--- src/sv/allow_deny_id_table_macros.svh ---
// Assertion macros for the allow/deny ID table.
// Included by the modules that carry concurrent checks; no other dependencies.
`ifndef ALLOW_DENY_ID_TABLE_MACROS_SVH
`define ALLOW_DENY_ID_TABLE_MACROS_SVH

`ifndef SYNTHESIS

// Check a property on every rising aclk edge outside reset.
`define ADL_ASSERT(lbl, prop, msg) \
    lbl: assert property (@(posedge aclk) disable iff (!aresetn) (prop)) else $error(msg);

// Check a property on every rising aclk edge, reset included.
`define ADL_ASSERT_ALWAYS(lbl, prop, msg) \
    lbl: assert property (@(posedge aclk) (prop)) else $error(msg);

`else

`define ADL_ASSERT(lbl, prop, msg)
`define ADL_ASSERT_ALWAYS(lbl, prop, msg)

`endif

`endif

--- src/sv/adl_pkg.sv ---
// Shared types, operation codes and helpers for the allow/deny ID table.
// No dependencies; imported by adl_list and allow_deny_id_table.
package adl_pkg;

    localparam int TABLE_DEPTH = 8;
    localparam int ID_BITS     = 32;
    localparam int DEV_ID_W    = 32;
    localparam int MODE_W      = 3;
    localparam int CLASS_W     = 2;
    localparam int S_TDATA_W   = 40;
    localparam int M_TDATA_W   = 8;

    localparam logic [MODE_W-1:0] OP_ADD_ALLOW = 3'd0;
    localparam logic [MODE_W-1:0] OP_REM_ALLOW = 3'd1;
    localparam logic [MODE_W-1:0] OP_ADD_DENY  = 3'd2;
    localparam logic [MODE_W-1:0] OP_REM_DENY  = 3'd3;
    localparam logic [MODE_W-1:0] OP_CLASSIFY  = 3'd4;

    localparam logic [CLASS_W-1:0] CLASS_NONE  = 2'd0;
    localparam logic [CLASS_W-1:0] CLASS_ALLOW = 2'd1;
    localparam logic [CLASS_W-1:0] CLASS_DENY  = 2'd2;

    typedef logic [ID_BITS-1:0]     id_t;
    typedef logic [TABLE_DEPTH-1:0] slot_vec_t;

    // One update to a list: write the slot(s) in slot with the ID, or clear them.
    typedef struct packed {
        logic      we;
        logic      clr;
        slot_vec_t slot;
    } list_upd_t;

    // Keep only the lowest set bit.
    function automatic slot_vec_t lowest_bit(input slot_vec_t v);
        return v & (~v + 1'b1);
    endfunction

endpackage

--- src/sv/allow_deny_id_table.sv ---
// Top level of the allow/deny ID table: input register, list update, result register.
// Depends on adl_pkg, adl_list and allow_deny_id_table_macros.svh.
//
//  channel | direction | tdata bits (low to high)             | width
//  s_      | in        | mode[2:0], device_id[34:3], zero pad  | 40
//  m_      | out       | ok[0], id_class[2:1], zero pad        | 8
//
// One transaction per cycle sustained while m_ is not stalled; a result is presented on m_
// after its input transaction passes the input register, then the result register.
// The list compare and update finish in the cycle a transaction leaves the
// input register, so the next one sees the updated lists.
// Reset (aresetn low, synchronous) empties both lists and drops held transactions.
// A stall on m_ backs up into the input register and then drops s_tready.
`include "allow_deny_id_table_macros.svh"

module allow_deny_id_table import adl_pkg::*; (
    input  logic                 aclk,
    input  logic                 aresetn,
    input  logic                 s_tvalid,
    output logic                 s_tready,
    input  logic [S_TDATA_W-1:0] s_tdata,   // mode[2:0], device_id[34:3]
    output logic                 m_tvalid,
    input  logic                 m_tready,
    output logic [M_TDATA_W-1:0] m_tdata    // ok[0], id_class[2:1]
);

    logic                 in_valid_reg;
    logic [MODE_W-1:0]    in_mode_reg;
    id_t                  in_id_reg;
    logic                 m_valid_reg;
    logic                 m_ok_reg;
    logic [CLASS_W-1:0]   m_class_reg;

    logic                 out_ready;
    logic                 fire;
    logic                 id_nz;
    slot_vec_t            a_hit, a_free, d_hit, d_free;
    slot_vec_t            a_new, d_new, first;
    list_upd_t            a_upd, d_upd;
    logic                 ok_next;
    logic [CLASS_W-1:0]   class_next;
    logic                 add_allow_fire;
    logic                 list_wr;

    assign out_ready = !m_valid_reg || m_tready;
    assign fire      = in_valid_reg && out_ready;
    assign s_tready  = !in_valid_reg || out_ready;
    assign id_nz     = |in_id_reg;

    always_ff @(posedge aclk) begin
        if (!aresetn) begin
            in_valid_reg <= 1'b0;
        end else if (s_tready) begin
            in_valid_reg <= s_tvalid;
        end
    end

    always_ff @(posedge aclk) begin
        if (s_tready && s_tvalid) begin
            in_mode_reg <= s_tdata[MODE_W-1:0];
            in_id_reg   <= ID_BITS'(s_tdata[MODE_W +: DEV_ID_W]);
        end
    end

    adl_list u_allow (
        .aclk    (aclk),
        .aresetn (aresetn),
        .id      (in_id_reg),
        .upd     (a_upd),
        .hit     (a_hit),
        .free    (a_free)
    );

    adl_list u_deny (
        .aclk    (aclk),
        .aresetn (aresetn),
        .id      (in_id_reg),
        .upd     (d_upd),
        .hit     (d_hit),
        .free    (d_free)
    );

    always_comb begin
        a_upd   = '0;
        d_upd   = '0;
        a_new   = a_hit;
        d_new   = d_hit;
        ok_next = 1'b0;
        unique case (in_mode_reg)
            OP_ADD_ALLOW: begin
                if (id_nz && !(|d_hit) && (|a_free)) begin
                    ok_next    = 1'b1;
                    a_upd.slot = lowest_bit(a_free);
                    a_new      = a_hit | a_upd.slot;
                end
            end
            OP_REM_ALLOW: begin
                if (id_nz && (|a_hit)) begin
                    ok_next    = 1'b1;
                    a_upd.clr  = 1'b1;
                    a_upd.slot = lowest_bit(a_hit);
                    a_new      = a_hit & ~a_upd.slot;
                end
            end
            OP_ADD_DENY: begin
                if (id_nz && !(|a_hit) && (|d_free)) begin
                    ok_next    = 1'b1;
                    d_upd.slot = lowest_bit(d_free);
                    d_new      = d_hit | d_upd.slot;
                end
            end
            OP_REM_DENY: begin
                if (id_nz && (|d_hit)) begin
                    ok_next    = 1'b1;
                    d_upd.clr  = 1'b1;
                    d_upd.slot = lowest_bit(d_hit);
                    d_new      = d_hit & ~d_upd.slot;
                end
            end
            OP_CLASSIFY: begin
                ok_next = id_nz;
            end
            default: begin
                ok_next = 1'b0;
            end
        endcase
        // commit only when the transaction moves on to the result register
        a_upd.we = fire && ok_next && (|a_upd.slot);
        d_upd.we = fire && ok_next && (|d_upd.slot);

        // class after the update: lowest matching slot, allow wins a tie
        first = lowest_bit(a_new | d_new);
        if (!id_nz) begin
            class_next = CLASS_NONE;
        end else if (|(first & a_new)) begin
            class_next = CLASS_ALLOW;
        end else if (|(first & d_new)) begin
            class_next = CLASS_DENY;
        end else begin
            class_next = CLASS_NONE;
        end
    end

    always_ff @(posedge aclk) begin
        if (!aresetn) begin
            m_valid_reg <= 1'b0;
        end else if (out_ready) begin
            m_valid_reg <= in_valid_reg;
        end
    end

    always_ff @(posedge aclk) begin
        if (fire) begin
            m_ok_reg    <= ok_next;
            m_class_reg <= class_next;
        end
    end

    assign m_tvalid = m_valid_reg;
    assign m_tdata  = {{(M_TDATA_W - CLASS_W - 1){1'b0}}, m_class_reg, m_ok_reg};

    assign add_allow_fire = fire && ok_next && (in_mode_reg == OP_ADD_ALLOW);
    assign list_wr        = a_upd.we || d_upd.we;

    `ADL_ASSERT(a_lists_disjoint, (in_valid_reg && id_nz) |-> !(|a_hit && |d_hit), "ID on both")
    `ADL_ASSERT(a_class_legal, m_valid_reg |-> (m_class_reg != 2'd3), "illegal class code")
    `ADL_ASSERT(a_out_source, $rose(m_valid_reg) |-> $past(in_valid_reg), "result without input")
    `ADL_ASSERT(a_add_class, add_allow_fire |=> (m_class_reg == CLASS_ALLOW), "add not classed allow")
    `ADL_ASSERT_ALWAYS(a_no_write_idle, !in_valid_reg |-> !list_wr, "list write when idle")

endmodule

--- src/sv/adl_list.sv ---
// One ID list: register table with parallel compare against a lookup ID.
// Depends on adl_pkg for the table geometry and the update struct.
module adl_list import adl_pkg::*; (
    input  logic      aclk,
    input  logic      aresetn,
    input  id_t       id,
    input  list_upd_t upd,
    output slot_vec_t hit,
    output slot_vec_t free
);

    id_t ids_reg [TABLE_DEPTH];

    always_ff @(posedge aclk) begin
        if (!aresetn) begin
            for (int i = 0; i < TABLE_DEPTH; i++) begin
                ids_reg[i] <= '0;
            end
        end else if (upd.we) begin
            for (int i = 0; i < TABLE_DEPTH; i++) begin
                if (upd.slot[i]) begin
                    ids_reg[i] <= upd.clr ? '0 : id;
                end
            end
        end
    end

    always_comb begin
        for (int i = 0; i < TABLE_DEPTH; i++) begin
            hit[i]  = (ids_reg[i] == id);
            free[i] = (ids_reg[i] == '0);
        end
    end

endmodule
--- config.mk ---
export PLATFORM = sky130hd
export DESIGN_NAME = allow_deny_id_table
export DESIGN_NICKNAME = d
export VERILOG_FILES = /design/src/sv/adl_pkg.sv /design/src/sv/allow_deny_id_table.sv /design/src/sv/adl_list.sv
export VERILOG_INCLUDE_DIRS = /design/src /design/src/sv
export SDC_FILE = /design/constraint.sdc
export NUM_CORES = 1
export LEC_CHECK = 0
export ABC_CLOCK_PERIOD_IN_PS = 5500
export BUFFER_PORTS_ARGS = -buffer_cell sky130_fd_sc_hd__clkbuf_2
export CORE_AREA = 2 2 225 227
export CTS_CLUSTER_SIZE = 25
export DETAILED_ROUTE_END_ITERATION = 8
export DIE_AREA = 0 0 227 229
export MAX_ROUTING_LAYER = met4
export PLACE_DENSITY = 0.86
export SLEW_MARGIN = 20
export SYNTH_ARGS = -nofsm -noshare
export SYNTH_HDL_FRONTEND = slang
export SYNTH_SLANG_ARGS = --single-unit
--- constraint.sdc ---
create_clock -name aclk -period 5.5 [get_ports aclk]
set_input_delay 0.275 -clock aclk [delete_from_list [all_inputs] [get_ports aclk]]
set_output_delay 0.275 -clock aclk [all_outputs]
set_load 0.005 [all_outputs]
==> results.cfg <==
[run_status]
status = finished clean

[synthesis]
synth_top_family_by_area = simple AND/OR/NAND/NOR gates
synthTopCellsByArea = edfxtp_1, xor2_1, xnor2_1
synthAdderAreaFrac = 0.000359
synthCells = 2278
yosys.area_share.simple = 0.186
syn_area_um2 = 27800
synth.distinct_cells = 61
synth-main-ff-cell = edfxtp_1
ys_ff_latch = 552
synth_mux_area_frac = 0
synth_compound_area_frac = 0.0168
synth_top_area_frac = 0.593
yosysWarnings = 0
async_flop_share = 0
synth_edf_count = 550
synth.largest_area_cell = edfxtp_1
ys_seq_area_frac = 0.595
avgSynthCellArea_um2 = 12.2
synth_xor_area_frac = 0.161

[critical_path]
critical_path_class = reg2reg
ff2ff_path_depth = 13
rr_endpoint = u_allow.ids_reg[0][16]$_SDFFCE_PN0P_
cp-start-kind = register
worst-path-max-fanout = 33
crit_arrival_ns = 5.23
crit_required_ns = 5.80
r2r_slack_ns = 0.56
timing.rr.start = in_id_reg[9]$_DFFE_PP_
cp-end-kind = register

[timing]
hold_violations = 0
worstMarginPinSlew_ns = 1.04
skew_ns = 0.0309
slew_viol_final = 0
setup_viol = 0
rsz0062_at_grt = false
max_freq_mhz = 203
maxSlewHeadroom = 0.303
post-route-min-period_ns = 4.94
post-route-period-util = 0.898
setup-tns-final_ns = 0

[die]
die_x_um = 227
ios = 54
dieArea_um2 = 52000
row_count = 82
core_um2 = 49700
chipHeight_um = 229
start_util = 0.561

[cells_and_area]
final-instance-count-excl-fill = 3101
synthToLayoutAreaGrowth_pct = 11.6
regArea_um2 = 16600
nNetsFinal = 2420
fill_cells = 3713
final_common_cell = edfxtp_1
layout-drive-gt1-share = 0.104
final_cell_mix = edfxtp_1, xor2_1, xnor2_1
multiInputGateArea_um2 = 10200

[routing]
wire_per_inst_um = 29.6
drt-initial-drc-count = 3471
dr.pass1.iters = 6
via_count = 20500
viasPerCell = 6.62
drc = 0
antenna_left = 0
wl_um = 91900

[clock_network]
clk_latency_ns = 0.65
cts_tree = done
cts_buffers = 57
clk_pin_slew_ns = 0.07
clockBufferDepth = 3
cts_root_buf = clkbuf_16
clkSinkCount = 552
htreeDepth = 2
ctsResizeCount = 0

[pwr]
switching_share = 0.255
p_int_mw = 7.29
peakVddDrop_mv = 0.237
comb_power_share = 0.093
p_clk_frac = 0.401
power.density_nw_per_um2 = 315
power_frac_seq = 0.506
power_mw = 9.79
leakage_nw = 11.0
power_switching_mw = 2.50

[worst_hold_path]
hold_path_end = in_id_reg[1]$_DFFE_PP_
hold_start = s_tdata[4]
hold_class = in2reg
hold_depth = 2

[global_routing]
grt_pass1_wl_um = 131000
overflow = 0
grt_pass1_vias = 20300
grt_start_max_net_pins = 100
antenna_found_initial = 3
grt_use_total = 0.364

[placement]
hpwl_um = 56600
placedCellCount = 2951
gp_congestion = 1.01
port_buffers = 43

[job]
cap_violations = 0
-- power by group through the flow --
stage | logic [mW] | clock network [mW] | registers [mW]
4_1_cts | 0.868 | 3.91 | 4.95
3_5_place_dp | 0.840 | 0 | 5.03
3_3_place_gp | 0.826 | 0 | 5.03
2_1_floorplan | 0.539 | 0 | 4.99
6_report | 0.914 | 3.92 | 4.96
5_1_grt | 0.933 | 4.07 | 4.97
-- logic make-up (layout without fill, tap and decap cells) --
group | count (synthesis) | in the layout
xor gates and xnor gates | 512 | 512
adders and majority gates | 1 | 1
DFF | 552 | 552
buffers and inverters | 203 | 344
and+or+nand+nor | 942 | 942
other | 1 | 11
AOI/OAI and AO/OA | 67 | 67
-- worst max path at each step --
stage,start,to,slack (ns),cells after the start
global placement,in_id_reg[9]$_DFFE_PP_,u_allow.ids_reg[0][29]$_SDFFCE_PN0P_,0.89,13
detailed placement,in_id_reg[9]$_DFFE_PP_,u_allow.ids_reg[0][16]$_SDFFCE_PN0P_,0.76,13
floorplan,in_id_reg[18]$_DFFE_PP_,u_deny.ids_reg[0][64]$_SDFFCE_PN0P_,0.07,14
CTS,in_id_reg[9]$_DFFE_PP_,u_allow.ids_reg[0][0]$_SDFFCE_PN0P_,0.75,13
finish,in_id_reg[9]$_DFFE_PP_,u_allow.ids_reg[0][16]$_SDFFCE_PN0P_,0.56,13
global route,in_id_reg[9]$_DFFE_PP_,u_allow.ids_reg[0][24]$_SDFFCE_PN0P_,0.51,13
-- cell usage after synthesis (all sizes together), types with 9 or more instances --
| master | instances |
|---|---|
| nor2 | 144 |
| nand3 | 9 |
| o21ai | 12 |
| and2 | 167 |
| buf | 97 |
| clkbuf | 41 |
| nand2 | 95 |
| edfxtp | 550 |
| inv | 65 |
| nand4 | 115 |
| xnor2 | 240 |
| xor2 | 272 |
| nor3 | 137 |
| nor4 | 226 |
| a21oi | 13 |
-- timing repair --
| item | CTS | global route |
|---|---|---|
| endpoints found under the hold margin | 37 | 0 |
| setup buffers | 0 | 0 |
| hold buffers | 38 | 0 |
| endpoints found under the setup margin | 0 | 0 |
-- metal layers --
metal	track usage	part of all wire
met1	0.435	0.33
met3	0.109	0.15
met4	0.233	0.077
met5	-	0
met2	0.537	0.44
-- critical path, stage by stage, from the launching register on --
cell	delay, ns
edfxtp_1	0.82
buf_4	0.44
xor2_1	0.23
nor4_1	0.08
nand4_1	0.21
nor2_1	0.14
or4_1	0.50
nor3_2	0.63
a221o_1	0.32
o21ai_4	0.17
buf_4	0.23
a21o_4	0.30
nand2_1	0.10
buf_4	0.38
-- metrics by stage --
step                      area, um2   util  worst slack [ns]  hold WS [ns]
after global placement        28800  0.581             0.889         0.454
after global routing          31100  0.626             0.509         0.336
after CTS                     31100  0.626             0.750         0.330
after floorplan               27900      -            0.0675         0.374
after detailed placement      28800  0.581             0.763         0.454
final                         31100  0.626             0.562         0.344
-- layout make-up --
cell class                      instances  area share
Inverter                               65     0.00785
Timing Repair Buffer                  173      0.0430
Sequential cell                       552       0.533
Tap cell                              672      0.0270
Clock inverter                         44      0.0134
Clock buffer                           62      0.0465
Multi-Input combinational cell       1527       0.329
Antenna cell                            6    0.000483
(Power assumes the default switching activity.)
